**src/design/vend_pkg.sv**
```systemverilog
package vend_pkg;

   // Fixed widths of the item fields.
   localparam int DATA_W              = 8;
   localparam int MODE_CODE_W         = 4;
   localparam int CSR_INDEX_W         = 1;
   localparam int MONEY_WIDTH_DEFAULT = 8;

   // Configuration register indexes.
   localparam logic [CSR_INDEX_W-1:0] CSR_PRICE_FIRST  = 1'd0;
   localparam logic [CSR_INDEX_W-1:0] CSR_PRICE_SECOND = 1'd1;

   localparam logic [DATA_W-1:0] PRICE_FIRST_RESET  = 8'd2;
   localparam logic [DATA_W-1:0] PRICE_SECOND_RESET = 8'd1;

   // External mode codes as they appear in the result word.
   localparam logic [MODE_CODE_W-1:0] CODE_IDLE    = 4'd0;
   localparam logic [MODE_CODE_W-1:0] CODE_PAY     = 4'd1;
   localparam logic [MODE_CODE_W-1:0] CODE_SHORT   = 4'd2;
   localparam logic [MODE_CODE_W-1:0] CODE_DROP1   = 4'd3;
   localparam logic [MODE_CODE_W-1:0] CODE_DROP2   = 4'd4;
   localparam logic [MODE_CODE_W-1:0] CODE_REFUND  = 4'd5;
   localparam logic [MODE_CODE_W-1:0] CODE_UNLOCK  = 4'd6;
   localparam logic [MODE_CODE_W-1:0] CODE_COLLECT = 4'd7;
   localparam logic [MODE_CODE_W-1:0] CODE_QUIT    = 4'd8;
   localparam logic [MODE_CODE_W-1:0] CODE_LOCK    = 4'd9;

   typedef enum logic [9:0] {
      MODE_IDLE    = 10'b00_0000_0001,
      MODE_PAY     = 10'b00_0000_0010,
      MODE_SHORT   = 10'b00_0000_0100,
      MODE_DROP1   = 10'b00_0000_1000,
      MODE_DROP2   = 10'b00_0001_0000,
      MODE_REFUND  = 10'b00_0010_0000,
      MODE_UNLOCK  = 10'b00_0100_0000,
      MODE_COLLECT = 10'b00_1000_0000,
      MODE_QUIT    = 10'b01_0000_0000,
      MODE_LOCK    = 10'b10_0000_0000
   } mode_type;

   typedef struct packed {
      logic coin_half;
      logic coin_whole;
      logic pick_first;
      logic pick_second;
      logic cancel_press;
   } vend_in_type;

   typedef struct packed {
      logic [MODE_CODE_W-1:0] next_mode;
      logic                   drop_first;
      logic                   drop_second;
      logic                   door_motor;
      logic                   change_motor;
      logic                   lamp_short;
      logic                   lamp_locked;
      logic                   lamp_unlocked;
      logic                   lamp_collect;
      logic                   lamp_change;
      logic [DATA_W-1:0]      credit_now;
      logic [DATA_W-1:0]      change_now;
   } vend_out_type;

   function automatic logic [MODE_CODE_W-1:0] mode_code(input mode_type m);
      logic [MODE_CODE_W-1:0] c;
      case (m)
         MODE_IDLE:    c = CODE_IDLE;
         MODE_PAY:     c = CODE_PAY;
         MODE_SHORT:   c = CODE_SHORT;
         MODE_DROP1:   c = CODE_DROP1;
         MODE_DROP2:   c = CODE_DROP2;
         MODE_REFUND:  c = CODE_REFUND;
         MODE_UNLOCK:  c = CODE_UNLOCK;
         MODE_COLLECT: c = CODE_COLLECT;
         MODE_QUIT:    c = CODE_QUIT;
         MODE_LOCK:    c = CODE_LOCK;
         default:      c = CODE_IDLE;
      endcase
      return c;
   endfunction

endpackage

```
**src/design/vend_step.sv**
```systemverilog
// One pass of the control loop: from the current mode, money and button word
// to the next mode, money and the motor and lamp levels of this pass.
module vend_step #(
   parameter int MONEY_WIDTH = vend_pkg::MONEY_WIDTH_DEFAULT
) (
   input  vend_pkg::mode_type                 mode,
   input  logic [MONEY_WIDTH-1:0]             credit,
   input  logic [MONEY_WIDTH-1:0]             change_due,
   input  logic [vend_pkg::DATA_W-1:0]        price_first,
   input  logic [vend_pkg::DATA_W-1:0]        price_second,
   input  vend_pkg::vend_in_type              buttons,
   output vend_pkg::mode_type                 mode_next,
   output logic [MONEY_WIDTH-1:0]             credit_next,
   output logic [MONEY_WIDTH-1:0]             change_next,
   output vend_pkg::vend_out_type             result
);

   localparam int SUM_W = MONEY_WIDTH + 2;
   localparam int CMP_W = (MONEY_WIDTH > vend_pkg::DATA_W) ? MONEY_WIDTH : vend_pkg::DATA_W;
   localparam int OUT_W = vend_pkg::DATA_W;

   logic [SUM_W-1:0]       sum_raw;
   logic [MONEY_WIDTH-1:0] credit_sat;
   logic [CMP_W-1:0]       credit_cmp;
   logic [CMP_W-1:0]       price1_cmp;
   logic [CMP_W-1:0]       price2_cmp;
   logic [CMP_W-1:0]       rest1;
   logic [CMP_W-1:0]       rest2;
   logic                   afford1;
   logic                   afford2;
   logic [CMP_W-1:0]       credit_out;
   logic [CMP_W-1:0]       change_out;

   // Coins add at most three half units; the sum saturates at full scale.
   assign sum_raw    = SUM_W'(credit) + SUM_W'({buttons.coin_whole, buttons.coin_half});
   assign credit_sat = (|sum_raw[SUM_W-1:MONEY_WIDTH]) ? {MONEY_WIDTH{1'b1}}
                                                       : sum_raw[MONEY_WIDTH-1:0];

   assign credit_cmp = CMP_W'(credit_sat);
   assign price1_cmp = CMP_W'(price_first);
   assign price2_cmp = CMP_W'(price_second);
   assign afford1    = credit_cmp >= price1_cmp;
   assign afford2    = credit_cmp >= price2_cmp;
   assign rest1      = credit_cmp - price1_cmp;
   assign rest2      = credit_cmp - price2_cmp;

   always_comb begin
      mode_next   = vend_pkg::MODE_IDLE;
      credit_next = credit;
      change_next = change_due;
      result      = '0;
      case (mode)
         vend_pkg::MODE_IDLE: begin
            result.lamp_locked = 1'b1;
            credit_next        = credit_sat;
            if (buttons.coin_half || buttons.coin_whole) begin
               mode_next = vend_pkg::MODE_PAY;
            end
         end
         vend_pkg::MODE_PAY: begin
            result.lamp_locked = 1'b1;
            mode_next          = vend_pkg::MODE_PAY;
            credit_next        = credit_sat;
            // Later rules override earlier ones.
            if (buttons.cancel_press) begin
               change_next = credit;
               mode_next   = vend_pkg::MODE_QUIT;
            end
            if (buttons.pick_first && afford1) begin
               change_next = rest1[MONEY_WIDTH-1:0];
               mode_next   = vend_pkg::MODE_DROP1;
            end
            if (buttons.pick_second && afford2) begin
               change_next = rest2[MONEY_WIDTH-1:0];
               mode_next   = vend_pkg::MODE_DROP2;
            end
            if ((buttons.pick_first && !afford1) || (buttons.pick_second && !afford2)) begin
               mode_next = vend_pkg::MODE_SHORT;
            end
            if (mode_next == vend_pkg::MODE_QUIT || mode_next == vend_pkg::MODE_DROP1 ||
                mode_next == vend_pkg::MODE_DROP2) begin
               credit_next = '0;
            end
         end
         vend_pkg::MODE_SHORT: begin
            result.lamp_short  = 1'b1;
            result.lamp_locked = 1'b1;
            mode_next          = vend_pkg::MODE_PAY;
         end
         vend_pkg::MODE_DROP1,
         vend_pkg::MODE_DROP2: begin
            result.drop_first  = (mode == vend_pkg::MODE_DROP1);
            result.drop_second = (mode == vend_pkg::MODE_DROP2);
            result.lamp_locked = 1'b1;
            mode_next = (|change_due) ? vend_pkg::MODE_REFUND : vend_pkg::MODE_UNLOCK;
         end
         vend_pkg::MODE_REFUND: begin
            result.change_motor = 1'b1;
            result.lamp_locked  = 1'b1;
            result.lamp_change  = 1'b1;
            change_next         = '0;
            mode_next           = vend_pkg::MODE_UNLOCK;
         end
         vend_pkg::MODE_UNLOCK: begin
            result.door_motor    = 1'b1;
            result.lamp_unlocked = 1'b1;
            mode_next            = vend_pkg::MODE_COLLECT;
         end
         vend_pkg::MODE_COLLECT: begin
            result.lamp_unlocked = 1'b1;
            result.lamp_collect  = 1'b1;
            mode_next            = vend_pkg::MODE_LOCK;
         end
         vend_pkg::MODE_LOCK: begin
            result.door_motor  = 1'b1;
            result.lamp_locked = 1'b1;
            mode_next          = vend_pkg::MODE_IDLE;
         end
         vend_pkg::MODE_QUIT: begin
            result.change_motor = 1'b1;
            result.lamp_locked  = 1'b1;
            result.lamp_change  = 1'b1;
            change_next         = '0;
            mode_next           = vend_pkg::MODE_IDLE;
         end
         default: begin
            mode_next = vend_pkg::MODE_IDLE;
         end
      endcase
      // The money fields show the low bits of the updated totals.
      credit_out        = CMP_W'(credit_next);
      change_out        = CMP_W'(change_next);
      result.next_mode  = vend_pkg::mode_code(mode_next);
      result.credit_now = credit_out[OUT_W-1:0];
      result.change_now = change_out[OUT_W-1:0];
   end

endmodule

```
**src/design/vending_controller_fsm_unit.sv**
```systemverilog
// Vending machine controller. Each accepted request word is one pass of the
// control loop: five sampled button levels (half coin, whole coin, two item
// selects, cancel). The unit answers every request word with exactly one
// response word holding the motor and lamp levels of the mode that ran in
// that pass, the mode it moved to, and the credit and change due afterwards,
// all money in half-coin units. A request word is taken in every cycle in which
// the request side is ready: the mode, credit and change registers and the
// single output register all load on the accepting edge, so the rate is one
// word per clock unless the output register is stalled. The request side stays
// ready while the output register is empty or is being drained in the same
// cycle. Item prices are written through the csr port (index 0 is item one,
// index 1 is item two) and should only be changed while the unit is idle.
module vending_controller_fsm_unit #(
   parameter int MONEY_WIDTH = vend_pkg::MONEY_WIDTH_DEFAULT
) (
   input  logic                                 clock,
   input  logic                                 reset,
   input  logic                                 req_valid,
   output logic                                 req_ready,
   input  vend_pkg::vend_in_type                req_data,
   output logic                                 rsp_valid,
   input  logic                                 rsp_ready,
   output vend_pkg::vend_out_type               rsp_data,
   input  logic                                 csr_we,
   input  logic [vend_pkg::CSR_INDEX_W-1:0]     csr_index,
   input  logic [vend_pkg::DATA_W-1:0]          csr_wdata
);

   // Machine state.
   vend_pkg::mode_type              mode_ff;
   vend_pkg::mode_type              mode_in;
   logic [MONEY_WIDTH-1:0]          credit_ff;
   logic [MONEY_WIDTH-1:0]          credit_in;
   logic [MONEY_WIDTH-1:0]          change_ff;
   logic [MONEY_WIDTH-1:0]          change_in;

   // Price registers.
   logic [vend_pkg::DATA_W-1:0]     price1_ff;
   logic [vend_pkg::DATA_W-1:0]     price2_ff;

   // Output register.
   logic                            rsp_valid_ff;
   logic                            rsp_valid_in;
   vend_pkg::vend_out_type          rsp_data_ff;
   vend_pkg::vend_out_type          step_result;

   logic                            accept;

   assign req_ready = !rsp_valid_ff || rsp_ready;
   assign accept    = req_valid && req_ready;

   vend_step #(
      .MONEY_WIDTH(MONEY_WIDTH)
   ) u_step (
      .mode        (mode_ff),
      .credit      (credit_ff),
      .change_due  (change_ff),
      .price_first (price1_ff),
      .price_second(price2_ff),
      .buttons     (req_data),
      .mode_next   (mode_in),
      .credit_next (credit_in),
      .change_next (change_in),
      .result      (step_result)
   );

   // The response register refills on an accept and otherwise empties when
   // the downstream side takes its word.
   assign rsp_valid_in = accept || (rsp_valid_ff && !rsp_ready);

   always_ff @(posedge clock) begin
      if (reset) begin
         mode_ff      <= vend_pkg::MODE_IDLE;
         credit_ff    <= '0;
         change_ff    <= '0;
         rsp_valid_ff <= 1'b0;
      end else begin
         rsp_valid_ff <= rsp_valid_in;
         if (accept) begin
            mode_ff   <= mode_in;
            credit_ff <= credit_in;
            change_ff <= change_in;
         end
      end
   end

   always_ff @(posedge clock) begin
      if (reset) begin
         price1_ff <= vend_pkg::PRICE_FIRST_RESET;
         price2_ff <= vend_pkg::PRICE_SECOND_RESET;
      end else if (csr_we) begin
         case (csr_index)
            vend_pkg::CSR_PRICE_FIRST:  price1_ff <= csr_wdata;
            vend_pkg::CSR_PRICE_SECOND: price2_ff <= csr_wdata;
            default: begin
            end
         endcase
      end
   end

   // Payload register needs no reset; it is qualified by rsp_valid_ff.
   always_ff @(posedge clock) begin
      if (accept) begin
         rsp_data_ff <= step_result;
      end
   end

   assign rsp_valid = rsp_valid_ff;
   assign rsp_data  = rsp_data_ff;

endmodule
```
**config.mk**
```make
export PLATFORM = sky130hd
export DESIGN_NAME = vending_controller_fsm_unit
export DESIGN_NICKNAME = d
export VERILOG_FILES = /design/src/design/vend_pkg.sv /design/src/design/vend_step.sv /design/src/design/vending_controller_fsm_unit.sv
export SDC_FILE = /design/constraint.sdc
export NUM_CORES = 1
export LEC_CHECK = 0
export ABC_CLOCK_PERIOD_IN_PS = 3990
export BUFFER_PORTS_ARGS = -buffer_cell sky130_fd_sc_hd__buf_2
export CAP_MARGIN = 20
export CORE_ASPECT_RATIO = 1.1
export CORE_UTILIZATION = 45
export CTS_CLUSTER_DIAMETER = 30
export DETAILED_ROUTE_END_ITERATION = 10
export GPL_ROUTABILITY_DRIVEN = 0
export HOLD_SLACK_MARGIN = 0.03
export PLACE_DENSITY_LB_ADDON = 0.3
export SYNTH_ARGS = -nofsm -noshare
export SYNTH_HDL_FRONTEND = slang
export SYNTH_HIERARCHICAL = 1
export SYNTH_SLANG_ARGS = --single-unit
```
**constraint.sdc**
```tcl
create_clock -name clock -period 3.99 [get_ports clock]
set_input_delay 0.1995 -clock clock [delete_from_list [all_inputs] [get_ports clock]]
set_output_delay 0.1995 -clock clock [all_outputs]
set_load 0.02 [all_outputs]
```
==> flow_summary_export.csv, run 1 <==
group,metric,value,unit
die,io_pins,50,
cts,clock_sinks,72,
status,status,"completed",
setup_path,cpMaxStageDelayCell,"dfxtp_1",
drt,routed_wl,12300,um
layout,final_util,51.9,%
global_routing,grt_pass1_wl,19000,um
timing,max_slew.worst_pin.slew,1110,ps
power,pwr-share-comb,24.0,%
cts,clock_latency,340,ps
cts,cts-root-buf,"clkbuf_16",
cts,numCtsBuffers,9,
setup_path,path_cells,"ha_1, a21o_1, nand4_1, nor2_2, nand2_1, mux2i_1, inv_1, ha_1, and2_4, a221oi_4, inv_2, o221ai_2, a31oi_1, buf_4, o21ai_1, nand3_1, a21oi_2",
layout,area_growth,11.3,%
die,die_w,101,um
drt,drtIter0Drc,410,
setup_path,worstPathMaxFanout,6,
layout,layout.nets,609,
yosys,synth.cell_area,4890,um2
power,seqPwrFrac,39.0,%
yosys,yosys_warnings,6,
power,p_int,1470,uW
setup_path,worst-endpoint-arrival,4200,ps
cts,cts_buffer_depth,2,
die,start_util,46.6,%
yosys,async_flop_share,0,%
die,die_area,11300,um2
yosys,synthFlopType,"dfxtp_1",
setup_path,path_common_cell,"ha_1",
drt,wl_per_cell,17.1,um
die,fp.dieH,111,um
die,coreArea,10500,um2
setup_path,cp_data_required_time,4250,ps
setup_path,path_buf_inv,3,
timing,report.final.hold_viol_count,0,
layout,fin_area,5440,um2
timing,max-slew-margin-rel,25.7,%
power,swShare,30.7,%
timing,fin_crit,3940,ps
timing,fin_ws,46.5,ps
die,placementRows,39,
placement,place_area,5070,um2
global_routing,antenna_found_initial,0,
placement,hpwl,8830,um
power,leakage,0.00217,uW
layout,drive_above_1_share,22.8,%
global_routing,grt_use_total,21.8,%
timing,max_freq,0.254,GHz
power,switchingPower,648,uW
setup_path,critPathTopFamily,"compound AO/OA/AOI/OAI gates",
yosys,syn_nets,588,
placement,dp_slack,-28.3,ps
flow_run,max-cap-violations,0,
setup_path,slowest_delay,380,ps
timing,rsz0062_at_grt,"true",
setup_path,path_class,"reg2reg",
setup_path,start_kind,"register",
yosys,synth-seq-cells,72,
global_routing,grt.overflow.total,0,
placement,io_buffers,49,
drt,drt-vias-per-instance,5.84,
power,irDropWorstVdd,0.168,mV
yosys,synth.avg_cell_area,8.93,um2
drt,drt-pass1-iter-count,7,
global_routing,grt_pass1_vias,3728,
min_path,hold_path.class,"in2reg",
timing,whs,112,ps
drt,vias,4192,
yosys,syn_inst,548,
timing,finalCritPeriodShare,98.8,%
yosys,synth_edf_count,29,
global_routing,grt_max_degree,54,
yosys,ys_seq_area_share,35.4,%
cts,cts_max_level,3,
power,power_density,388,nW/um2
yosys,yosysUniqueCellTypes,66,
timing,timing.final.max_slew_violations,0,
cts,clk_pin_slew,60,ps
drt,drcViolationCount,0,
drt,postRouteAntennaNets,0,
timing,finalSetupViolCount,0,
power,clock_power_share,37.0,%
cts,cts_tree,"done",
timing,skew,6.74,ps
setup_path,worstSetupEndpointType,"register",
## placed cells by master, fill, tap and decap left out, types with 4 or more instances in the layout
cell type,count
nand2_1,53
buf_2,49
nand3_1,44
dfxtp_1,42
a21oi_1,38
inv_1,31
edfxtp_1,29
a21oi_2,24
a21bo_1,23
nor2_1,17
ha_1,17
nand4_1,13
a31oi_1,13
buf_4,12
xnor2_1,11
o211ai_1,10
nor2b_1,9
clkbuf_16,9
o21ai_0,9
mux2i_1,7
xor2_1,7
a21o_1,7
and3_1,6
o21ai_1,6
nand2b_1,5
nor3_1,4
o21a_1,4
or4_1,4
## state kept, by name, indices dropped and copies added (netlist names)
| signal | flops |
|---|---|
| price2_ff | 8 |
| price1_ff | 8 |
| rsp_data | 29 |
| rsp_valid | 1 |
| mode_ff | 10 |
| change_ff | 8 |
| credit_ff | 8 |
## final timing paths
check	startpoint	endpoint	slack, ps	cells past startpoint
worst max-delay path	credit_ff[1]$_SDFFE_PP0P_	credit_ff[7]$_SDFFE_PP0P_	50	17
worst min-delay path	csr_wdata[1]	price1_ff[1]$_SDFFE_PP1P_	110	3
worst max register to register	credit_ff[1]$_SDFFE_PP0P_	credit_ff[7]$_SDFFE_PP0P_	50	17
worst min register to register	price2_ff[6]$_SDFFE_PP0P_	price2_ff[6]$_SDFFE_PP0P_	460	2
## metal layers
| layer | GRT usage (%) | up-vias | share of wire, % |
|---|---|---|---|
| met5 | 0 | - | 0 |
| met4 | 7.34 | 0 | 2.2 |
| met3 | 5.21 | 24 | 7.6 |
| met2 | 33.2 | 183 | 46 |
| met1 | 30.2 | 1969 | 45 |
| li1 | - | 2016 | - |
## tightest hold or removal path: cells and delay by family
family | cells | cell delay, ps
buffers and inverters | 1 | 100
and+or+nand+nor | 2 | 120
## Yosys cell counts (all sizes together) (3+ instances only)
cell type | instances | area share [%]
and3 | 6 | 0.77
or4 | 4 | 0.61
buf | 41 | 5.8
mux2 | 3 | 0.69
mux2i | 7 | 1.4
dfxtp | 43 | 18
nor4 | 4 | 1.1
nor2b | 9 | 1.2
or3b | 3 | 0.54
o21a | 4 | 0.61
nor2 | 19 | 1.5
xnor2 | 11 | 2.0
or3 | 4 | 0.54
nand2 | 54 | 4.1
inv | 32 | 2.5
nand3 | 45 | 4.6
a311oi | 3 | 0.54
nand2b | 6 | 0.92
ha | 18 | 4.6
edfxtp | 29 | 18
o211ai | 10 | 1.5
a21o | 7 | 1.1
and2 | 3 | 0.43
clkbuf | 10 | 0.77
xor2 | 7 | 1.3
a21bo | 25 | 5.1
a211o | 3 | 0.54
nand4 | 13 | 1.7
a21oi | 62 | 8.1
a31oi | 15 | 1.9
fa | 3 | 1.2
o21ai | 17 | 2.0
nor3b | 3 | 0.56
nor3 | 5 | 0.61
## metrics by stage
stage / cells / TNS (ps) / power (uW)
2_1_floorplan: 548 / 0 / 1190
3_3_place_gp: 699 / 0 / 1300
3_5_place_dp: 699 / -28.3 / 1310
4_1_cts: 715 / 0 / 2090
5_1_grt: 717 / -65.0 / 2190
6_report: 718 / 0 / 2110
## cell type report
cell class	instances	area (um2)
repair buffers	61	335
clock inverters	6	60.1
multi-input cells	393	2790
inverters	32	120
diodes	1	2.50
well taps	143	179
clock buffers	10	229
fillers	970	5050
flip-flops and latches	72	1730
## repair_timing
action / 4_1_cts / 5_1_grt
cloned: 0 / 0
resized for setup: 1 / 22
pin swaps: 1 / 4
hold buffers: 0 / 0
endpoints found under the setup margin: 3 / 34
buffers inserted: 0 / 2
## power groups by stage
stage          Clock (uW)  Combinational [uW]  Sequential [uW]
5_1_grt               825                 538              827
3_3_place_gp            0                 463              837
6_report              782                 508              823
3_5_place_dp            0                 470              839
2_1_floorplan           0                 330              860
4_1_cts               792                 474              823
## cells by family after synthesis
kind of cell | synth area share (%)
compound gates | 24.3
xor+xnor | 3.22
fa+ha+maj | 5.83
buf+inv | 9.05
flops | 35.4
mux | 2.12
simple gates | 20.1
Note: power is estimated with default switching activity, not from simulation.
==> run 2: changes to the inputs <==
--- a/config.mk
+++ b/config.mk
@@ -5,7 +5,7 @@
 export SDC_FILE = /design/constraint.sdc
 export NUM_CORES = 1
 export LEC_CHECK = 0
-export ABC_CLOCK_PERIOD_IN_PS = 3990
+export ABC_CLOCK_PERIOD_IN_PS = 4000
 export BUFFER_PORTS_ARGS = -buffer_cell sky130_fd_sc_hd__buf_2
 export CAP_MARGIN = 20
 export CORE_ASPECT_RATIO = 1.1
==> constraint.sdc (replaced) <==
create_clock -name clock -period 4 [get_ports clock]
set_input_delay 0.2 -clock clock [delete_from_list [all_inputs] [get_ports clock]]
set_output_delay 0.2 -clock clock [all_outputs]
set_load 0.02 [all_outputs]
==> flow_summary_export.csv, run 2 (synthesized netlist as in run 1, its figures left out) <==
group,metric,value,unit
status,status,"completed",
layout,final_common_cell,"nand2_1",
drt,postRouteAntennaNets,0,
timing,finalCritPeriodShare,97.7,%
die,start_util,46.6,%
setup_path,worstSetupEndpointType,"register",
timing,report.final.hold_viol_count,0,
layout,nFillCells,965,
global_routing,grt_use_total,21.9,%
cts,clock_latency,340,ps
timing,finalSetupViolCount,0,
die,fp.dieH,111,um
setup_path,slowest_delay,430,ps
drt,met3_length,822,um
timing,whs,110,ps
setup_path,worstPathMaxFanout,6,
drt,wl_per_cell,16.9,um
setup_path,cpMaxStageDelayCell,"a21oi_1",
layout,layout.nets,608,
die,coreArea,10500,um2
die,placementRows,39,
cts,cts_tree,"done",
cts,numCtsBuffers,9,
placement,hpwl,8710,um
layout,seq_area,1730,um2
drt,wl_met1,5520,um
cts,clock_sinks,72,
layout,multi_input_area,2810,um2
cts,cts-root-buf,"clkbuf_16",
drt,routed_wl,12100,um
layout,drive_above_1_share,23.7,%
global_routing,grt.overflow.total,0,
cts,cts_max_level,3,
placement,dp_slack,-45.5,ps
power,power_density,408,nW/um2
cts,cts_buffer_depth,2,
setup_path,worst-endpoint-arrival,4080,ps
timing,skew,8.47,ps
timing,fin_ws,90.1,ps
layout,area_growth,12.7,%
setup_path,start_kind,"register",
setup_path,path_class,"reg2reg",
placement,dp_cells,699,
layout,largest_reg_flops,29,
layout,layout_common_cells,"nand2_1, buf_2, nand3_1",
die,die_area,11300,um2
drt,topRoutingLayerUsed,"met4",
drt,drcViolationCount,0,
global_routing,grt_max_degree,54,
layout,final_util,52.6,%
setup_path,path_cells,"ha_1, a21o_1, nand4_1, nor2_2, nand2_1, mux2i_2, inv_1, ha_1, and2_4, nand3_1, a21oi_1, o221ai_4, a31oi_1, buf_4, o21ai_1, nand3_1, a21oi_2",
die,die_w,101,um
timing,max_slew.worst_pin.slew,1100,ps
timing,max_freq,0.256,GHz
drt,drt-vias-per-instance,5.83,
die,io_pins,50,
layout,diodes,0,
setup_path,cp_data_required_time,4170,ps
drt,wl_met2,5480,um
power,irDropWorstVdd,0.201,mV
global_routing,grt_pass1_vias,3641,
drt,drt-pass1-iter-count,5,
power,total_power,2250,uW
global_routing,antenna_found_initial,0,
flow_run,max-cap-violations,0,
drt,drtIter0Drc,390,
power,leakage,0.00219,uW
timing,timing.final.max_slew_violations,0,
cts,clk_pin_slew,60,ps
placement,io_buffers,49,
layout,fin_cells,716,
min_path,hold_path.class,"in2reg",
timing,max-slew-margin-rel,26.7,%
drt,vias,4172,
timing,fin_crit,3910,ps
global_routing,grt_pass1_wl,19000,um
## run 2: changes by cell type in the layout (fill, tap and decap cells not counted), sizes merged
cell	change
buf	-1
bufinv	+2
clkbuf	-1
clkinvlp	-1
diode	-1
## run 2: final timing paths
| check | depth (start not counted) | slack (ps) | to | start |
|---|---|---|---|---|
| worst max-delay path | 17 | 90 | credit_ff[0]$_SDFFE_PP0P_ | credit_ff[1]$_SDFFE_PP0P_ |
| worst max register to register | 17 | 90 | credit_ff[0]$_SDFFE_PP0P_ | credit_ff[1]$_SDFFE_PP0P_ |
| worst min register to register | 2 | 460 | price2_ff[6]$_SDFFE_PP0P_ | price2_ff[6]$_SDFFE_PP0P_ |
| worst min-delay path | 3 | 110 | price1_ff[7]$_SDFFE_PP0P_ | csr_wdata[7] |
## run 2: metrics by stage
step,TNS (ps),instance area [um2]
global route,-1010,5520
detailed placement,-45.5,5070
finish,0,5520
CTS,0,5420
floorplan,0,4890
global placement,0,5070
## run 2: critical path, delay by kind of cell (launching register included)
kind	cells	cell delay, ps
flops	1	390
compound gates	6	1120
buf+inv	2	320
fa+ha+maj	2	700
mux	1	280
simple gates	6	930
## run 2: what timing repair did
action                                  4_1_cts  5_1_grt
pin swaps                                     0        2
hold buffers                                  0        0
resized for setup                             3       25
endpoints found under the setup margin        4       29
setup buffers                                 0        1
## run 2: routing by layer
metal / track usage, % / up-vias
met3: 3.83 / 24
li1: - / 2013
met4: 7.73 / 0
met2: 32.8 / 183
met5: 0 / -
met1: 31.5 / 1952
## run 2: area by class of cell
type / count / share of cell area [%]
sequential: 72 / 31.4
tap: 143 / 3.24
clock inverter: 7 / 2.18
clock buffer: 9 / 4.08
multi-input combinational: 393 / 51.0
inverter: 32 / 2.18
timing repair buffer: 60 / 5.94
## run 2: power breakdown
part           internal [uW]  leakage (uW)  switching [uW]  total (uW)
registers                801      0.000642            20.4         821
clock network            610      0.000167             314         924
logic                    182       0.00138             324         506
==> run 3: changes to the inputs <==
--- a/config.mk
+++ b/config.mk
@@ -14,7 +14,7 @@
 export DETAILED_ROUTE_END_ITERATION = 10
 export GPL_ROUTABILITY_DRIVEN = 0
 export HOLD_SLACK_MARGIN = 0.03
-export PLACE_DENSITY_LB_ADDON = 0.3
+export SETUP_SLACK_MARGIN = 0.2
 export SYNTH_ARGS = -nofsm -noshare
 export SYNTH_HDL_FRONTEND = slang
 export SYNTH_HIERARCHICAL = 1
==> flow_summary_export.csv, run 3 (synthesized netlist as in run 1, its figures left out) <==
group,metric,value,unit
layout,area_growth,19.0,%
cts,cts_buffer_depth,2,
layout,largest_reg_flops,29,
timing,timing.final.max_slew_violations,0,
status,status,"completed",
global_routing,grt_pass1_vias,3851,
min_path,whs_path_depth,3,
setup_path,path_common_cell,"fa_2",
setup_path,slowest_delay,390,ps
cts,cts_tree,"done",
global_routing,grt_pass1_wl,19900,um
die,fp.dieH,111,um
die,die_w,101,um
cts,numCtsBuffers,9,
layout,layout.nets,624,
global_routing,antenna_found_initial,0,
setup_path,cp_data_required_time,4270,ps
timing,rsz0062_at_grt,"true",
global_routing,grt.overflow.total,0,
die,placementRows,39,
cts,clock_sinks,72,
setup_path,start_kind,"register",
setup_path,reg2reg_depth,15,
timing,finalCritPeriodShare,94.5,%
cts,clock_latency,340,ps
die,die_area,11300,um2
drt,wl_per_cell,17.4,um
placement,dp_cells,703,
timing,report.final.hold_viol_count,0,
drt,drcViolationCount,0,
timing,fin_crit,3780,ps
global_routing,grt_use_total,22.9,%
power,total_power,2280,uW
setup_path,r2r_end,"change_ff[1]$_SDFFE_PP0P_",
cts,cts_hold_buf,0,
setup_path,worst-endpoint-arrival,4050,ps
setup_path,path_class,"reg2reg",
placement,io_buffers,49,
die,coreArea,10500,um2
min_path,hold_path_end,"price1_ff[4]$_SDFFE_PP0P_",
timing,max_freq,0.265,GHz
layout,fin_cells,732,
layout,final_common_cell,"nand2_1",
setup_path,worstPathMaxFanout,7,
global_routing,grt_max_degree,54,
min_path,min_from,"csr_wdata[4]",
drt,drtIter0Drc,340,
cts,cts-root-buf,"clkbuf_16",
die,io_pins,50,
cts,cts_max_level,3,
timing,max_slew.worst_pin.slew,934,ps
flow_run,max-cap-violations,0,
setup_path,cpMaxStageDelayCell,"a211o_4",
timing,skew,6.59,ps
layout,diodes,0,
drt,postRouteAntennaNets,0,
setup_path,path_cells,"ha_4, fa_2, nand4_1, nor2_4, a31oi_4, ha_2, fa_2, nand2b_4, o2bb2ai_4, a211o_4, and4b_1, a2111o_1, a22oi_2, nand3_1, a21oi_2",
timing,max-slew-margin-rel,37.7,%
timing,tns,0,ps
layout,drive_above_1_share,29.9,%
drt,drt-vias-per-instance,5.81,
drt,drt-pass1-iter-count,5,
setup_path,worstSetupEndpointType,"register",
drt,vias,4252,
power,leakage,0.00229,uW
power,power_density,391,nW/um2
setup_path,r2r_slack,220,ps
drt,routed_wl,12800,um
min_path,hold_path.class,"in2reg",
setup_path,r2r-start,"credit_ff[0]$_SDFFE_PP0P_",
timing,finalSetupViolCount,0,
power,irDropWorstVdd,0.204,mV
layout,layout_common_cells,"nand2_1, buf_2, nand3_1",
cts,clk_pin_slew,60,ps
die,start_util,46.6,%
placement,hpwl,8950,um
==> run 3: worst max-delay path by stage <==
stage	startpoint	endpoint	depth (start not counted)
2_1_floorplan	credit_ff[0]$_SDFFE_PP0P_	rsp_data[9]$_DFFE_PP_	14
3_3_place_gp	credit_ff[0]$_SDFFE_PP0P_	credit_ff[0]$_SDFFE_PP0P_	16
3_5_place_dp	credit_ff[0]$_SDFFE_PP0P_	change_ff[1]$_SDFFE_PP0P_	15
4_1_cts	credit_ff[0]$_SDFFE_PP0P_	change_ff[1]$_SDFFE_PP0P_	15
5_1_grt	credit_ff[0]$_SDFFE_PP0P_	change_ff[1]$_SDFFE_PP0P_	15
6_report	credit_ff[0]$_SDFFE_PP0P_	change_ff[1]$_SDFFE_PP0P_	15
==> run 3: timing repair <==
| item | 4_1_cts | 5_1_grt |
|---|---|---|
| gates resized for setup | 3 | 57 |
| buffers inserted | 0 | 11 |
| endpoints found under the setup margin | 11 | 35 |
| pin swaps | 0 | 15 |
| cloned | 0 | 1 |
| endpoints found under the hold margin | 0 | 0 |
==> run 3: final cells by class <==
class,count,area (um2)
Fill cell,926,4670
Clock inverter,5,81.3
Tap cell,143,179
Clock buffer,11,243
Sequential cell,72,1740
Timing Repair Buffer,76,465
Inverter,32,120
Multi-Input combinational cell,393,3000
==> run 3: worst max-delay path, delay by kind of cell, from the launching register on <==
family | cells | cell delay, ps
AOI/OAI and AO/OA | 6 | 1440
DFF | 1 | 370
and+or+nand+nor | 5 | 960
adders and majority gates | 4 | 940
==> run 3: report_power, final <==
part	switching [uW]	internal [uW]	total, uW
Sequential	19.9	801	821
Clock	311	563	874
Combinational	353	230	583
==> run 3: layer usage <==
layer | track usage (%) | wire (um) | vias up
li1 | - | - | 2043
met1 | 32.0 | 5860 | 2011
met2 | 34.1 | 5750 | 166
met3 | 3.70 | 724 | 32
met5 | 0 | 0 | -
met4 | 10.9 | 419 | 0
==> run 3: stage by stage <==
stage	util (%)	worst slack [ps]	hold slack (ps)	area (um2)
after detailed placement	48.6	144	451	5100
after floorplan	-	430	321	4890
after CTS	51.7	187	104	5430
after global placement	48.6	221	445	5100
final	55.5	220	111	5820
after global routing	55.5	75.2	128	5820
